===== src/rtl/core/vsvs_pkg.sv =====
// ---------------------------------------------------------------------------
// vsvs_pkg
// Shared word types and fixed constants of the velocity smoother.
// ---------------------------------------------------------------------------
package vsvs_pkg;

  localparam int unsigned VelW   = 24;
  localparam int unsigned StampW = 32;
  localparam int unsigned TauW   = 24;
  localparam int unsigned SeqW   = 32;
  localparam int unsigned AlphaW = 17;       // Q0.16 plus the 1.0 code
  localparam int unsigned RatioSpanLog = 3;  // dt/tau span of the table is 8
  localparam int unsigned TaylorTerms = 20;
  localparam logic [AlphaW-1:0] ALPHA_ONE = 17'h10000;
  localparam logic [VelW-1:0]   VEL_BIAS  = 24'h800000;

  // register indexes
  localparam logic REG_FILTER_ENABLE = 1'b0;
  localparam logic REG_TAU_US        = 1'b1;

  typedef struct packed {
    logic                     target_slot;
    logic                     pos_valid;
    logic signed [VelW-1:0]   raw_vel_x;
    logic signed [VelW-1:0]   raw_vel_y;
    logic [StampW-1:0]        stamp_us;
  } in_word_t;

  typedef struct packed {
    logic                     out_slot;
    logic signed [VelW-1:0]   smooth_vel_x;
    logic signed [VelW-1:0]   smooth_vel_y;
    logic [SeqW-1:0]          sample_seq;
  } out_word_t;

endpackage


===== src/rtl/core/vsvs_blend.sv =====
// ---------------------------------------------------------------------------
// vsvs_blend
// Bit-serial blend of two velocity pairs: alpha*raw + (1-alpha)*prev.
// ---------------------------------------------------------------------------
module vsvs_blend
  import vsvs_pkg::*;
(
  input  logic                  clk_i,
  input  logic                  rst_ni,
  input  logic                  start_i,
  input  logic [AlphaW-1:0]     alpha_i,
  input  logic [VelW-1:0]       raw_x_i,
  input  logic [VelW-1:0]       raw_y_i,
  input  logic [VelW-1:0]       prev_x_i,
  input  logic [VelW-1:0]       prev_y_i,
  output logic                  done_o,
  output logic [VelW-1:0]       vel_x_o,
  output logic [VelW-1:0]       vel_y_o
);

  localparam int unsigned AccW = VelW + AlphaW;
  localparam int unsigned CntW = $clog2(AlphaW + 1);

  logic              busy_q, busy_d;
  logic [CntW-1:0]   cnt_q, cnt_d;
  logic [AlphaW-1:0] a_q, a_d, b_q, b_d;
  logic [VelW-1:0]   rx_q, ry_q, px_q, py_q;
  logic [AccW-1:0]   accx_q, accx_d, accy_q, accy_d;
  logic [AccW-1:0]   sx, sy;

  // one alpha bit per cycle, MSB first, both axes side by side;
  // done is flagged for a single cycle once the full sum is in the accumulators
  always_comb begin
    busy_d = busy_q;
    cnt_d  = cnt_q;
    a_d    = a_q;
    b_d    = b_q;
    accx_d = accx_q;
    accy_d = accy_q;
    if (start_i) begin
      busy_d = 1'b1;
      cnt_d  = '0;
      a_d    = alpha_i;
      b_d    = ALPHA_ONE - alpha_i;
      accx_d = '0;
      accy_d = '0;
    end else if (busy_q) begin
      if (cnt_q == CntW'(AlphaW)) begin
        busy_d = 1'b0;
      end else begin
        accx_d = {accx_q[AccW-2:0], 1'b0}
               + (a_q[AlphaW-1] ? AccW'(rx_q) : '0)
               + (b_q[AlphaW-1] ? AccW'(px_q) : '0);
        accy_d = {accy_q[AccW-2:0], 1'b0}
               + (a_q[AlphaW-1] ? AccW'(ry_q) : '0)
               + (b_q[AlphaW-1] ? AccW'(py_q) : '0);
        a_d    = {a_q[AlphaW-2:0], 1'b0};
        b_d    = {b_q[AlphaW-2:0], 1'b0};
        cnt_d  = cnt_q + 1'b1;
      end
    end
  end

  always_ff @(posedge clk_i or negedge rst_ni) begin
    if (!rst_ni) begin
      busy_q <= 1'b0;
      cnt_q  <= '0;
    end else begin
      busy_q <= busy_d;
      cnt_q  <= cnt_d;
    end
  end

  always_ff @(posedge clk_i) begin
    a_q    <= a_d;
    b_q    <= b_d;
    accx_q <= accx_d;
    accy_q <= accy_d;
    if (start_i) begin
      // offset binary so the sum stays unsigned
      rx_q <= raw_x_i ^ VEL_BIAS;
      ry_q <= raw_y_i ^ VEL_BIAS;
      px_q <= prev_x_i ^ VEL_BIAS;
      py_q <= prev_y_i ^ VEL_BIAS;
    end
  end

  // round, drop the fraction, back to two's complement
  assign sx      = accx_q + AccW'(32768);
  assign sy      = accy_q + AccW'(32768);
  assign vel_x_o = sx[VelW+15:16] ^ VEL_BIAS;
  assign vel_y_o = sy[VelW+15:16] ^ VEL_BIAS;
  assign done_o  = busy_q && (cnt_q == CntW'(AlphaW));

`ifndef SYNTHESIS
  a_no_restart: assert property (@(posedge clk_i) disable iff (!rst_ni)
    busy_q && !done_o |=> busy_q) else $error("blend stopped early");
  a_done_once: assert property (@(posedge clk_i) disable iff (!rst_ni)
    done_o |=> !done_o) else $error("blend done repeated");
  a_start_idle: assert property (@(posedge clk_i) disable iff (!rst_ni)
    start_i |-> !busy_q || done_o) else $error("blend restarted while busy");
`endif

endmodule


===== src/rtl/core/variable_step_velocity_smoother_unit.sv =====
// ---------------------------------------------------------------------------
// variable_step_velocity_smoother_unit
// Variable-timestep low-pass filter of 2-D velocity for tracked objects.
// ---------------------------------------------------------------------------
//  channel | signals                              | word
//  in      | in_valid_i / in_ready_o / in_word_i  | in_word_t
//  out     | out_valid_o / out_ready_i/out_word_o | out_word_t
//  cfg     | psel penable pwrite paddr pwdata ... | 32-bit registers
//
// A word filtered through the divider passes the check, the serial dt/tau
// divider, the table read, the bit-serial blend and the output load. With
// dt >= 8*tau the divider and table read are skipped; unfiltered words go from
// the check straight to the output load. The next word is taken in the idle
// state that follows the output load.
// One word is in flight; the next is taken while a result waits on out.
// Reset clears all per-object state and the registers; no clearing pass.
// ---------------------------------------------------------------------------
module variable_step_velocity_smoother_unit
  import vsvs_pkg::*;
#(
  parameter int unsigned NUM_TARGETS       = 2,
  parameter int unsigned ALPHA_TABLE_DEPTH = 256
) (
  input  logic        clk_i,
  input  logic        rst_ni,
  input  logic        in_valid_i,
  output logic        in_ready_o,
  input  in_word_t    in_word_i,
  output logic        out_valid_o,
  input  logic        out_ready_i,
  output out_word_t   out_word_o,
  input  logic        psel,
  input  logic        penable,
  input  logic        pwrite,
  input  logic [2:0]  paddr,
  input  logic [31:0] pwdata,
  output logic [31:0] prdata,
  output logic        pready
);

  localparam int unsigned TgtW = (NUM_TARGETS > 1) ? $clog2(NUM_TARGETS) : 1;
  localparam int unsigned QW   = $clog2(ALPHA_TABLE_DEPTH);
  localparam int unsigned DW   = StampW + QW;
  localparam int unsigned CntW = $clog2(QW + 1);
  localparam logic [63:0] StepH = (64'd1 << (32 + RatioSpanLog)) / ALPHA_TABLE_DEPTH;

  typedef logic [ALPHA_TABLE_DEPTH-1:0][AlphaW-1:0] alpha_tab_t;

  // alpha = 1 - exp(-i*h) in Q0.16, built in Q0.32
  function automatic alpha_tab_t build_tab(input logic [63:0] h);
    alpha_tab_t  tab;
    logic [63:0] term, r, e;
    term = 64'd1 << 32;
    r    = 64'd1 << 32;
    e    = 64'd1 << 32;
    for (int n = 1; n <= TaylorTerms; n++) begin
      term = ((term * h) >> 32) / 64'(n);
      if (n % 2 == 1) r = r - term;
      else r = r + term;
    end
    tab[0] = '0;
    for (int i = 1; i < ALPHA_TABLE_DEPTH; i++) begin
      e      = (e * r + (64'd1 << 31)) >> 32;
      tab[i] = AlphaW'(((64'd1 << 32) - e + 64'd32768) >> 16);
    end
    return tab;
  endfunction

  localparam alpha_tab_t ALPHA_TAB = build_tab(StepH);

  localparam logic [2:0] S_IDLE = 3'd0;
  localparam logic [2:0] S_CHK  = 3'd1;
  localparam logic [2:0] S_DIV  = 3'd2;
  localparam logic [2:0] S_LOOK = 3'd3;
  localparam logic [2:0] S_MUL  = 3'd4;
  localparam logic [2:0] S_DONE = 3'd5;

  // configuration registers
  logic          fen_q;
  logic [TauW-1:0] tau_q;
  logic          cfg_wr;

  assign pready = 1'b1;
  assign cfg_wr = psel && penable && pwrite;

  always_ff @(posedge clk_i or negedge rst_ni) begin
    if (!rst_ni) begin
      fen_q <= 1'b0;
      tau_q <= '0;
    end else if (cfg_wr) begin
      case (paddr[2])
        REG_FILTER_ENABLE: fen_q <= pwdata[0];
        REG_TAU_US:        tau_q <= pwdata[TauW-1:0];
        default: ;
      endcase
    end
  end

  always_comb begin
    case (paddr[2])
      REG_FILTER_ENABLE: prdata = {31'd0, fen_q};
      REG_TAU_US:        prdata = {8'd0, tau_q};
      default:           prdata = '0;
    endcase
  end

  // per-object state
  logic [VelW-1:0]   pvx_q [NUM_TARGETS];
  logic [VelW-1:0]   pvy_q [NUM_TARGETS];
  logic [StampW-1:0] pst_q [NUM_TARGETS];
  logic              seen_q [NUM_TARGETS];
  logic [SeqW-1:0]   cnt_seq_q [NUM_TARGETS];

  // word in work
  logic [2:0]        state_q, state_d;
  in_word_t          w_q;
  logic [TgtW-1:0]   slot_q;
  logic              filt_q;
  logic [VelW-1:0]   vx_q, vy_q;
  logic [AlphaW-1:0] alpha_q;
  logic [DW-1:0]     rem_q, dsh_q;
  logic [QW-1:0]     quot_q;
  logic [CntW-1:0]   step_q;
  logic [StampW-1:0] dt;
  logic              in_acc, out_load, go_filt, far;
  logic              bl_start, bl_done;
  logic [VelW-1:0]   bl_x, bl_y;
  logic              out_valid_q;
  out_word_t         out_q;

  assign in_ready_o = (state_q == S_IDLE);
  assign in_acc     = in_valid_i && in_ready_o;
  assign out_load   = (state_q == S_DONE) && (!out_valid_q || out_ready_i);
  assign dt         = w_q.stamp_us - pst_q[slot_q];
  assign go_filt    = w_q.pos_valid && fen_q && seen_q[slot_q]
                    && (w_q.stamp_us > pst_q[slot_q]) && (tau_q != '0);
  assign far        = dt >= StampW'({tau_q, 3'b000});
  assign bl_start   = (state_q == S_LOOK) || ((state_q == S_CHK) && go_filt && far);

  // sequencer
  always_comb begin
    state_d = state_q;
    case (state_q)
      S_IDLE: if (in_acc) state_d = S_CHK;
      S_CHK: begin
        if (!go_filt) state_d = S_DONE;
        else if (far) state_d = S_MUL;
        else state_d = S_DIV;
      end
      S_DIV:  if (step_q == CntW'(QW - 1)) state_d = S_LOOK;
      S_LOOK: state_d = S_MUL;
      S_MUL:  if (bl_done) state_d = S_DONE;
      S_DONE: if (out_load) state_d = S_IDLE;
      default: state_d = S_IDLE;
    endcase
  end

  always_ff @(posedge clk_i or negedge rst_ni) begin
    if (!rst_ni) begin
      state_q     <= S_IDLE;
      out_valid_q <= 1'b0;
      step_q      <= '0;
      for (int i = 0; i < NUM_TARGETS; i++) begin
        pvx_q[i]     <= '0;
        pvy_q[i]     <= '0;
        pst_q[i]     <= '0;
        seen_q[i]    <= 1'b0;
        cnt_seq_q[i] <= '0;
      end
    end else begin
      state_q <= state_d;
      if (out_load) out_valid_q <= 1'b1;
      else if (out_ready_i) out_valid_q <= 1'b0;
      step_q <= (state_q == S_DIV) ? step_q + 1'b1 : '0;
      // commit per-object state with the result
      if (out_load) begin
        cnt_seq_q[slot_q] <= cnt_seq_q[slot_q] + 1'b1;
        if (w_q.pos_valid && fen_q) begin
          pvx_q[slot_q]  <= vx_q;
          pvy_q[slot_q]  <= vy_q;
          pst_q[slot_q]  <= w_q.stamp_us;
          seen_q[slot_q] <= 1'b1;
        end
      end
    end
  end

  // datapath
  always_ff @(posedge clk_i) begin
    if (in_acc) begin
      w_q    <= in_word_i;
      slot_q <= (NUM_TARGETS > 1) ? TgtW'(in_word_i.target_slot) : '0;
    end
    case (state_q)
      S_CHK: begin
        filt_q <= go_filt;
        vx_q   <= w_q.pos_valid ? w_q.raw_vel_x : '0;
        vy_q   <= w_q.pos_valid ? w_q.raw_vel_y : '0;
        alpha_q <= ALPHA_ONE;
        rem_q  <= DW'(dt) * DW'(ALPHA_TABLE_DEPTH);
        dsh_q  <= DW'({tau_q, 3'b000}) << (QW - 1);
        quot_q <= '0;
      end
      S_DIV: begin
        // one quotient bit per cycle
        if (rem_q >= dsh_q) begin
          rem_q  <= rem_q - dsh_q;
          quot_q <= {quot_q[QW-2:0], 1'b1};
        end else begin
          quot_q <= {quot_q[QW-2:0], 1'b0};
        end
        dsh_q <= dsh_q >> 1;
      end
      S_LOOK: alpha_q <= ALPHA_TAB[quot_q];
      S_MUL: if (bl_done) begin
        vx_q <= bl_x;
        vy_q <= bl_y;
      end
      default: ;
    endcase
    if (out_load) begin
      out_q.out_slot     <= 1'(slot_q);
      out_q.smooth_vel_x <= vx_q;
      out_q.smooth_vel_y <= vy_q;
      out_q.sample_seq   <= cnt_seq_q[slot_q] + 1'b1;
    end
  end

  vsvs_blend u_blend (
    .clk_i    (clk_i),
    .rst_ni   (rst_ni),
    .start_i  (bl_start),
    .alpha_i  ((state_q == S_LOOK) ? ALPHA_TAB[quot_q] : ALPHA_ONE),
    .raw_x_i  (w_q.raw_vel_x),
    .raw_y_i  (w_q.raw_vel_y),
    .prev_x_i (pvx_q[slot_q]),
    .prev_y_i (pvy_q[slot_q]),
    .done_o   (bl_done),
    .vel_x_o  (bl_x),
    .vel_y_o  (bl_y)
  );

  assign out_valid_o = out_valid_q;
  assign out_word_o  = out_q;

`ifndef SYNTHESIS
  a_one_in_flight: assert property (@(posedge clk_i) disable iff (!rst_ni)
    in_acc |=> !in_ready_o) else $error("second word taken in flight");
  a_mul_filtered: assert property (@(posedge clk_i) disable iff (!rst_ni)
    state_q == S_MUL |-> filt_q && alpha_q <= ALPHA_ONE) else $error("blend on raw word");
  a_seq_step: assert property (@(posedge clk_i) disable iff (!rst_ni)
    out_load |=> out_q.sample_seq == cnt_seq_q[slot_q]) else $error("counter mismatch");
`endif

endmodule

===== config.mk =====
export PLATFORM = sky130hd
export DESIGN_NAME = variable_step_velocity_smoother_unit
export DESIGN_NICKNAME = d
export VERILOG_FILES = /design/src/rtl/core/vsvs_pkg.sv /design/src/rtl/core/vsvs_blend.sv /design/src/rtl/core/variable_step_velocity_smoother_unit.sv
export SDC_FILE = /design/constraint.sdc
export NUM_CORES = 2
export LEC_CHECK = 0
export BUFFER_PORTS_ARGS = -buffer_cell sky130_fd_sc_hd__buf_2
export CORE_ASPECT_RATIO = 1.1
export CORE_MARGIN = 4
export CORE_UTILIZATION = 40
export DETAILED_ROUTE_END_ITERATION = 10
export RECOVER_POWER = 50
export SLEW_MARGIN = 20
export SYNTH_ARGS = -nofsm -noshare
export SYNTH_HDL_FRONTEND = slang
export SYNTH_HIERARCHICAL = 1
export SYNTH_SLANG_ARGS = --single-unit

===== constraint.sdc =====
create_clock -name clk_i -period 14.6 [get_ports clk_i]
set_input_delay 2.92 -clock clk_i [delete_from_list [all_inputs] [get_ports clk_i]]
set_output_delay 2.92 -clock clk_i [all_outputs]
set_load 0.05 [all_outputs]

==> flow_summary.ini <==
[timing]
slew_viol_final = 679
finalClockSkew_ns = 0.03529
rsz0062_at_grt = no
relSlewSlack_pct = -162.1
max_slew.worst_pin.slew_ns = 3.931
worst_slack_ns = 4.341
finalCriticalPeriod_ns = 10.26
hold_viol = 0
timing.fmax_ghz = 0.09748
tns_ns = 0
fin_crit_sh_pct = 70.26
setup_viol = 0

[setup_path]
path_max_fanout = 66
cpMostUsedCell = buf_4
crit_path_top_delay_cell = clkbuf_1
cp.required_ns = 15.00
critical_path.cell_chain = clkbuf_1, buf_4, mux2i_1, ha_1, nand2_1, nor2_1, nand4_1, a311oi_1, nor2_1, xnor2_1, ha_1, nand4_1, o41ai_1, a31oi_1, o2111ai_1, nor3b_1, o31ai_4, buf_4, buf_4, mux2_2
critPathCaptureType = flip-flop
startpoint_type = flip-flop
cpPeakStageDelay_ns = 2.52
cpLargestDelayFamily = buffers and inverters
worstPathArrival_ns = 10.66
path_buf_inv = 4
worstSetupPathType = flip-flop to flip-flop

[cells_and_area]
nets = 4646
finalCoreUtilization_pct = 45.11
design_area_um2 = 49100
ff_latch_area_um2 = 21230
drive_gt1_share_pct = 15.65
areaGrowthSynthToFinish_pct = 12.09
multi_input_area_um2 = 21210
fillCellCount = 10270

[global_route]
grt_pass1_wl_um = 189500
first_global_vias = 32560
grt_max_degree = 76
overflow = 0
groute.usage.overall_pct = 20.85
antenna_found_initial = 11

[run]
cap_violations = 13

[floorplan]
coreArea_um2 = 108800
io_pins = 240
die_x_um = 323.5
die_area_um2 = 114900
start_util_pct = 40.24
fp.dieH_um = 355.1
num_rows = 127

[placement]
hpwl_um = 82090
post-place-ws_ns = 6.202
dpl_cell_area_um2 = 46250
port_buffers = 220
gp_congestion = 0.9545

[cts]
cts_tree = yes
cts_inserted_buffers = 86
path_clk_slew_ns = 0.06
ctsResizeCount = 0
cts_sinks = 783
root_buffer = clkbuf_16
cts_hold_buf = 0
postCtsSetupBuffers = 0
cts_buffer_depth = 3
htreeDepth = 3
clock_latency_ns = 0.65

[drt]
wl_per_cell_um = 20.97
first_iter_violations = 2771
drtAntennaViolNets = 0
vias = 32750
via_per_inst = 5.641
drt-total-wl_um = 121700
first_pass_iters = 6
drc = 0

[yosys]
avgSynthCellArea_um2 = 10.48
ys_warn_count = 6
synth_common_cells = nand2_1, edfxtp_1, mux2_2, o21ai_0, dfrtp_1
synth_edf_count = 422
synth_cells = 4181
synth_top_cell_area_share_pct = 28.93
ys_seq_area_share_pct = 48.45
synth.cell_area_um2 = 43810
async_flop_share_pct = 33.84
yosysUniqueCellTypes = 101
ys_seq_elements = 783
synth_area_leaders = edfxtp_1, dfrtp_1, mux2_2
yosysMostFrequentCell = nand2_1
synth_flop_cell = edfxtp_1
yosys.area.top_type = edfxtp_1

[power]
leakage_uw = 0.01979
p_per_area_nw_per_um2 = 259.6
peakVddDrop_mv = 0.1328

[status]
violations = capacitance limit, slew limit
outcome = finished, violations left

[min_path]
hold_path_class = flip-flop to flip-flop
==> worst register-to-register path, stage by stage (launching register included) <==
cell and delay (ns):
edfxtp_1 0.66, clkbuf_1 2.52, buf_4 1.02, mux2i_1 0.22
ha_1 0.38, nand2_1 0.08, nor2_1 0.26, nand4_1 0.30
a311oi_1 0.47, nor2_1 0.22, xnor2_1 0.23, ha_1 0.33
nand4_1 0.07, o41ai_1 0.46, a31oi_1 0.17, o2111ai_1 0.20
nor3b_1 0.13, o31ai_4 0.29, buf_4 0.70, buf_4 0.84
mux2_2 0.43
==> cell families (layout without fill, tap and decap cells) <==
family                   Yosys count  count (layout)  share of synthesized area [%]
flip-flops                       783             783                          48.45
multiplexers                     350             350                          8.832
AND/OR/NAND/NOR                 1278            1278                          13.81
XOR/XNOR                         227             227                          4.539
other                              2              17                        0.01714
adder cells (fa/ha/maj)          216             216                          7.026
buffers and inverters            369             559                          3.356
AO/OA/AOI/OAI                    956             956                          13.97
==> state kept, by name (all words and copies together), names as in the netlist, 34 cells and up, named ones only <==
signal          cells
dsh_q              34
cnt_seq_q          64
u_blend/accx_q     40
pvx_q              48
pst_q              64
u_blend/accy_q     40
out_word_o         81
pvy_q              48
rem_q              40
w_q                81
==> area by class of cell <==
class                   count  area share, %
diodes                      8        0.04077
clock buffers             124          5.244
clock inverters            36         0.8536
inverters                 123         0.9403
multi-input cells        3036          43.19
flip-flops and latches    783          43.23
well taps                1419          3.616
repair buffers            276          2.892
==> power by group <==
| part | total [µW] | switching [µW] | leakage [µW] | internal (µW) |
|---|---|---|---|---|
| logic | 6670 | 4250 | 0.0102 | 2420 |
| clock network | 2290 | 921 | 0.00147 | 1370 |
| registers | 3790 | 488 | 0.00814 | 3300 |
| total | 12700 | 5660 | 0.0198 | 7090 |
==> routing by layer <==
layer | vias up | track usage [%] | share of wire [%]
li1 | 15370 | - | -
met1 | 16060 | 27.49 | 43
met2 | 1056 | 34.62 | 48
met3 | 265 | 3.617 | 6.4
met4 | 0 | 7.409 | 3.2
met5 | - | 0 | 0
==> cell usage in the layout (no fill, tap or decap), drive strengths merged, types with 20 or more instances in the layout <==
master	count
a211oi	44
a21o	64
a21oi	255
a31oi	29
and2	155
and3	40
buf	213
clkbuf	187
clkinv	24
dfrtp	265
dfxtp	96
edfxtp	422
fa	50
ha	166
inv	125
mux2	292
mux2i	58
nand2	512
nand2b	38
nand3	86
nand4	38
nor2	235
nor3	66
o211ai	35
o21ai	288
o22ai	20
xnor2	113
xor2	114
==> per-stage QoR <==
stage | total power [µW] | instances | hold slack, ns
3_5_place_dp | 10380 | 5637 | 0.4357
2_1_floorplan | 8570 | 4188 | 0.4142
6_report | 12750 | 5805 | 0.4473
4_1_cts | 12740 | 5797 | 0.4488
5_1_grt | 13650 | 5800 | 0.4680
3_3_place_gp | 10330 | 5636 | 0.4293
==> worst paths after layout <==
check                         from                to  slack, ns  cells past startpoint
setup / recovery            slot_q   u_blend/a_q[16]       4.34                     20
hold / removal             w_q[53]  u_blend/ry_q[21]       0.45                      0
setup reg to reg            slot_q   u_blend/a_q[16]       4.34                     20
hold reg to reg            w_q[53]  u_blend/ry_q[21]       0.45                      0
max in group asynchronous   rst_ni         tau_q[10]       5.61                      3
min in group asynchronous   rst_ni         pvy_q[32]       3.65                      1
(Power assumes the default switching activity.)
